$ cat config.mk
export PLATFORM = sky130hd
export DESIGN_NAME = fpa_queue
export DESIGN_NICKNAME = d
export VERILOG_FILES = /design/src/rtl/core/fpa_pkg.sv /design/src/rtl/core/fpa_queue.sv
export SDC_FILE = /design/constraint.sdc
export NUM_CORES = 1
export LEC_CHECK = 0
export ABC_AREA = 1
export BUFFER_PORTS_ARGS = -buffer_cell sky130_fd_sc_hd__buf_4
export CAP_MARGIN = 5
export CORE_UTILIZATION = 56
export CTS_CLUSTER_SIZE = 40
export DETAILED_ROUTE_END_ITERATION = 16
export MAX_ROUTING_LAYER = met4
export PLACE_DENSITY = 0.81
export SYNTH_ARGS = -nofsm -noshare
export SYNTH_HDL_FRONTEND = slang
export SYNTH_SLANG_ARGS = --single-unit
$ cat constraint.sdc
create_clock -name clk -period 13.24 [get_ports clk]
set_clock_uncertainty 0.15 [all_clocks]
set_input_delay 0.662 -clock clk [delete_from_list [all_inputs] [get_ports clk]]
set_output_delay 0.662 -clock clk [all_outputs]
set_load 0.005 [all_outputs]
$ cat src/rtl/core/fpa_pkg.sv
// ----------------------------------------------------------------------------
// fpa_pkg
// Types and codes shared by the fixed-point ALU front end, queue and back end.
// ----------------------------------------------------------------------------
package fpa_pkg;

  // Operation codes as they arrive on the input stream.
  typedef enum logic [3:0] {
    CMD_ADD      = 4'd0,
    CMD_SUB      = 4'd1,
    CMD_MUL      = 4'd2,
    CMD_DIV      = 4'd3,
    CMD_LT       = 4'd4,
    CMD_GT       = 4'd5,
    CMD_LE       = 4'd6,
    CMD_GE       = 4'd7,
    CMD_EQ       = 4'd8,
    CMD_NE       = 4'd9,
    CMD_MIN      = 4'd10,
    CMD_MAX      = 4'd11,
    CMD_INC      = 4'd12,
    CMD_DEC      = 4'd13,
    CMD_FROM_INT = 4'd14,
    CMD_TO_INT   = 4'd15
  } cmd_t;

  // Status codes of a result word.
  localparam logic [1:0] ST_OK   = 2'd0;
  localparam logic [1:0] ST_OVF  = 2'd1;
  localparam logic [1:0] ST_DIV0 = 2'd2;

  localparam logic [31:0] RAW_MAX = 32'h7fff_ffff;
  localparam logic [31:0] RAW_MIN = 32'h8000_0000;

  // How the back end must finish an item.
  typedef enum logic [1:0] {
    KIND_DONE = 2'd0,
    KIND_MUL  = 2'd1,
    KIND_DIV  = 2'd2
  } kind_t;

  // One classified item between front end and back end.
  typedef struct packed {
    kind_t       kind;
    logic        neg;
    logic [31:0] mag_a;
    logic [31:0] mag_b;
    logic [31:0] res;
    logic        cmp;
    logic [1:0]  st;
  } item_t;

endpackage

$ cat src/rtl/core/fpa_queue.sv
// ----------------------------------------------------------------------------
// fpa_queue
// Two-entry queue that decouples the front end from the back end.
// ----------------------------------------------------------------------------
module fpa_queue (
  input  logic           clk,
  input  logic           rst,
  input  logic           push,
  input  fpa_pkg::item_t push_item,
  output logic           full,
  input  logic           pop,
  output logic           not_empty,
  output fpa_pkg::item_t pop_item
);

  fpa_pkg::item_t slots [2];
  logic       wr_ptr;
  logic       rd_ptr;
  logic [1:0] count;

  assign full      = count == 2'd2;
  assign not_empty = count != 2'd0;
  assign pop_item  = slots[rd_ptr];

  // Pointer and fill count update.
  always_ff @(posedge clk) begin
    if (rst) begin
      wr_ptr <= 1'b0;
      rd_ptr <= 1'b0;
      count  <= 2'd0;
    end else begin
      if (push) wr_ptr <= !wr_ptr;
      if (pop)  rd_ptr <= !rd_ptr;
      count <= count + 2'(push) - 2'(pop);
    end
  end

  // Storage.
  always_ff @(posedge clk) begin
    if (push) slots[wr_ptr] <= push_item;
  end

endmodule

# --- Word-level counts from Yosys, hierarchy flattened ---
# Memories as Yosys holds them, arrays and structs flattened. A register that Yosys moved wholly into a read port is not among the register bits.
# Cells that the tools add are included.
op_classes:
  div: 0
  shift: 0
  reduce_logical: 3
  add_sub_neg: 2
  eq_ne: 1
  magnitude_cmp: 0
  bitwise_logic: 0
  mux: 4
  mul: 0
ops:
  columns: ["cell", "n"]
  rows:
  - ["1-bit 2-to-1 mux", 4]
  - ["2-bit by 1-bit adder with 2-bit output", 1]
  - ["2-bit == test, second input constant", 1]
  - ["1-bit logical NOT", 2]
  - ["2-bit nonzero test", 1]
  - ["2-bit by 1-bit subtractor with 2-bit output", 1]
word_totals:
  rom_bits: 0
  mem_count: 1
  ff_bits: 4
  latchBits: 0
  out_inout_bits: 104
  inputBits: 106
  word_cells: 14
  ramBits: 204
memory_table:
  columns: ["name", "depth", "width", "read_ports", "rd_clocked_by_memory_dff", "wr", "line_no", "source"]
  rows:
  - ["slots", 2, 102, 1, 1, 1, "fpa_queue.sv:16", "fpa_pkg::item_t slots [2];"]

# --- Logic depth before layout (Yosys ltp) ---
logic_depth:
  depth_word: 3
  mapped_depth: 7
  depth_no_buf: 7

# --- Worst setup path before layout ---
# Ideal clock, no wire load.
synth_timing:
  path_type: "input-to-reg"
  from: "input port push"
  to: "memory slots[0][0] (netlist name), enable pin"
  required_ns: 12.524
  setup_ns: 0.566
  cell_stages: 2
  n_path_buf: 0
  path_slack_ns: 7.552
  arrival_ns: 4.971
  path_cell_list: "inv_1 > nor2_1"
synth_between:
  elab_chain_cells: 2
synth_rtl:
  columns: ["item", "line_no", "source"]
  rows:
  - ["start: declaration", "fpa_queue.sv:8", "input logic push,"]
  - ["1-bit 2-to-1 mux", "fpa_queue.sv:40", "if (push) slots[wr_ptr] <= push_item;"]
  - ["1-bit 2-to-1 mux (implied by the code)", "fpa_queue.sv:40", null]
  - ["end: declaration", "fpa_queue.sv:16", null]
# No other way between the ends.

==> metrics <==
largest area contributor in the netlist=edfxtp_1; warnings from Yosys=0; outcome=finished, final reports clean; DRT Pass-1 Iters=4; Final Hold Violating Endpoints=0; post-synth top area share=77.5%; post-detail-place hpwl=9200 um; overall routed net length=14,000 um; max-slew violation total from the final report=0; number of top-level pins=210; worst relative slew slack=34.3%; WP data arrival=2.86 ns; clock sink total=209; antenna violations before repair=0; number of enable flip-flop cells after synthesis=204; buffers inserted by post-CTS timing repair=0; pwr/cell area=145 nW/um^2; count of buffers inserted at the top-level ports=209; utilization after layout=74.2%; number of global-route vias before repair=4,078; Clock transition at path regs=0.06 ns; Synth cell types=15; via count=3,900; actual slew at the worst max-slew pin=0.985 ns; antenna-violating nets left=0; later-pin clock latency in the skew report=0.47 ns; area of the placeable core=13,800 um^2; largest net degree at the start of global routing=59; crit-path most repeated cell=buf_4; RSZ-0062 raised after global routing=no; mean instance size in the synthesized netlist=22.7 um^2; # setup viols final=0; CP Capture Type=output port; number of instances in the synthesized netlist=348; number of nets in the finished design=680; asr flop ratio synth=0%; Commonest cells post-synth=edfxtp_1, mux2_4, mux2_2; Synth Register Bits=209; CP Cell Sequence=buf_4 -> mux2_2 -> buf_4; Die Width=121 um; final critical path time including I/O delays and setup=3.68 ns; Resized cells post-CTS=0; maximum clock frequency=272 MHz; via/cell ratio=5.10; area delta synth->final=29.7%; Final Wtd Congestion=0.723; Cells after DPL=730; Crit Path Category=register to output port; y dimension of the die=121 um; TritonCTS clock tree=built; aggregate global routing overflow=0; cell with the biggest individual delay on the critical path=dfxtp_4; Netlist Area Pre-Place=7910 um^2; final period utilization=27.8%; final cell count without fillers=765; global-route wire length before repair=20,700 um; Worst setup SP type=register; worst vdd rail ir drop=142 uV; leakage power of the design=4.05 nW; total CTS buffers=20; first-iteration detailed-routing DRC count=273; Rows=43; Initial Util=57.2%; setup TNS=0 ns; register area share after synthesis=78.7%; Tot GR Track Use=19.4%; top post-synthesis cells by area=edfxtp_1, mux2_4, mux2_2, dfxtp_1, buf_6; worst hold path type=primary input to register; share of layout cells above drive strength 1=59.3%; worst-case clock buffer depth=3; Post-CTS Hold Fix Bufs=0; prevailing post-synth register cell=edfxtp_1; floorplan die area=14,600 um^2; required time reported for the critical path endpoint=12.43 ns; number of levels in the clock H-tree=1; most common cell in the netlist=edfxtp_1; Max FO, Critical Path=58; # Max-Cap Violations=0; Antenna diodes=0; number of design rule violations left after detail routing=0; detailed-route wire length per cell=18.3 um; critical path's largest stage delay=0.87 ns; net count of the mapped netlist=456; CTS root buffer=clkbuf_16
-- power by group --
part           leakage (nW)  internal (mW)  total, mW  switching [mW]
Sequential             1.96          0.767      0.783          0.0160
Clock                 0.304          0.307      0.528           0.221
Combinational          1.79          0.109      0.176          0.0668
Total                  4.05           1.18       1.49           0.304
-- per-layer routing --
| metal | vias up | global-route usage (%) | share of wire, % |
|---|---|---|---|
| li1 | 1806 | - | - |
| met1 | 1903 | 23.4 | 39 |
| met2 | 178 | 32.0 | 51 |
| met3 | 13 | 5.99 | 9.0 |
| met4 | 0 | 4.48 | 1.1 |
| met5 | - | - | 0 |
-- registers in the layout, summed over array words and instances (netlist names), named ones only --
register / count
slots: 204
rd_ptr: 1
count: 2
wr_ptr: 1
-- placed cells by master (no fill, tap or decap), types with 2 or more instances in the layout --
cell and count:
nor2_1 6, buf_4 213, ha_1 2, dfxtp_1 4, mux2_2 22, inv_1 7
clkinv_2 4, clkbuf_1 5, clkbuf_8 3, edfxtp_1 204, nand2_1 5, mux2_4 80
clkbuf_16 21
-- critical path, delay by kind of cell, from the launching register on --
kind                   cells  cell delay, ns
buffers and inverters      2            1.00
DFF                        1            0.87
muxes                      1            0.42
-- final timing paths --
path / start / to / slack [ns] / depth (start not counted)
min: push_item[14] / slots[0][14] / 0.21 / 1
max reg2reg: wr_ptr / slots[1][59] / 10.99 / 3
max: register / pop_item[20] / 9.56 / 3
min reg2reg: rd_ptr / rd_ptr / 0.38 / 2
-- layout make-up --
type	instances	area, um^2
sequential	209	6230
clock inverter	6	31.3
inverter	8	32.5
fill	834	3570
tap	180	225
timing repair buffer	213	1600
multi-input combinational	120	1550
clock buffer	29	586
-- per-stage QoR --
step	hold slack, ns	setup WS [ns]	instance area, um^2	power [mW]
5_1_grt	0.195	9.39	10300	1.54
2_1_floorplan	0.330	7.55	7910	0.884
3_5_place_dp	0.360	10.03	9640	0.975
3_3_place_gp	0.347	10.08	9640	0.967
4_1_cts	0.198	9.50	10300	1.50
6_report	0.212	9.56	10300	1.49
-- logic make-up after synthesis --
family / count (synthesis) / synth area share, %
xor gates and xnor gates: 1 / 0.111
buffers and inverters: 19 / 1.74
AOI/OAI and AO/OA: 1 / 0.0632
adders and majority gates: 2 / 0.316
muxes: 102 / 18.3
DFF: 209 / 78.7
and+or+nand+nor: 14 / 0.696
Note: power is estimated with default switching activity, not from simulation.
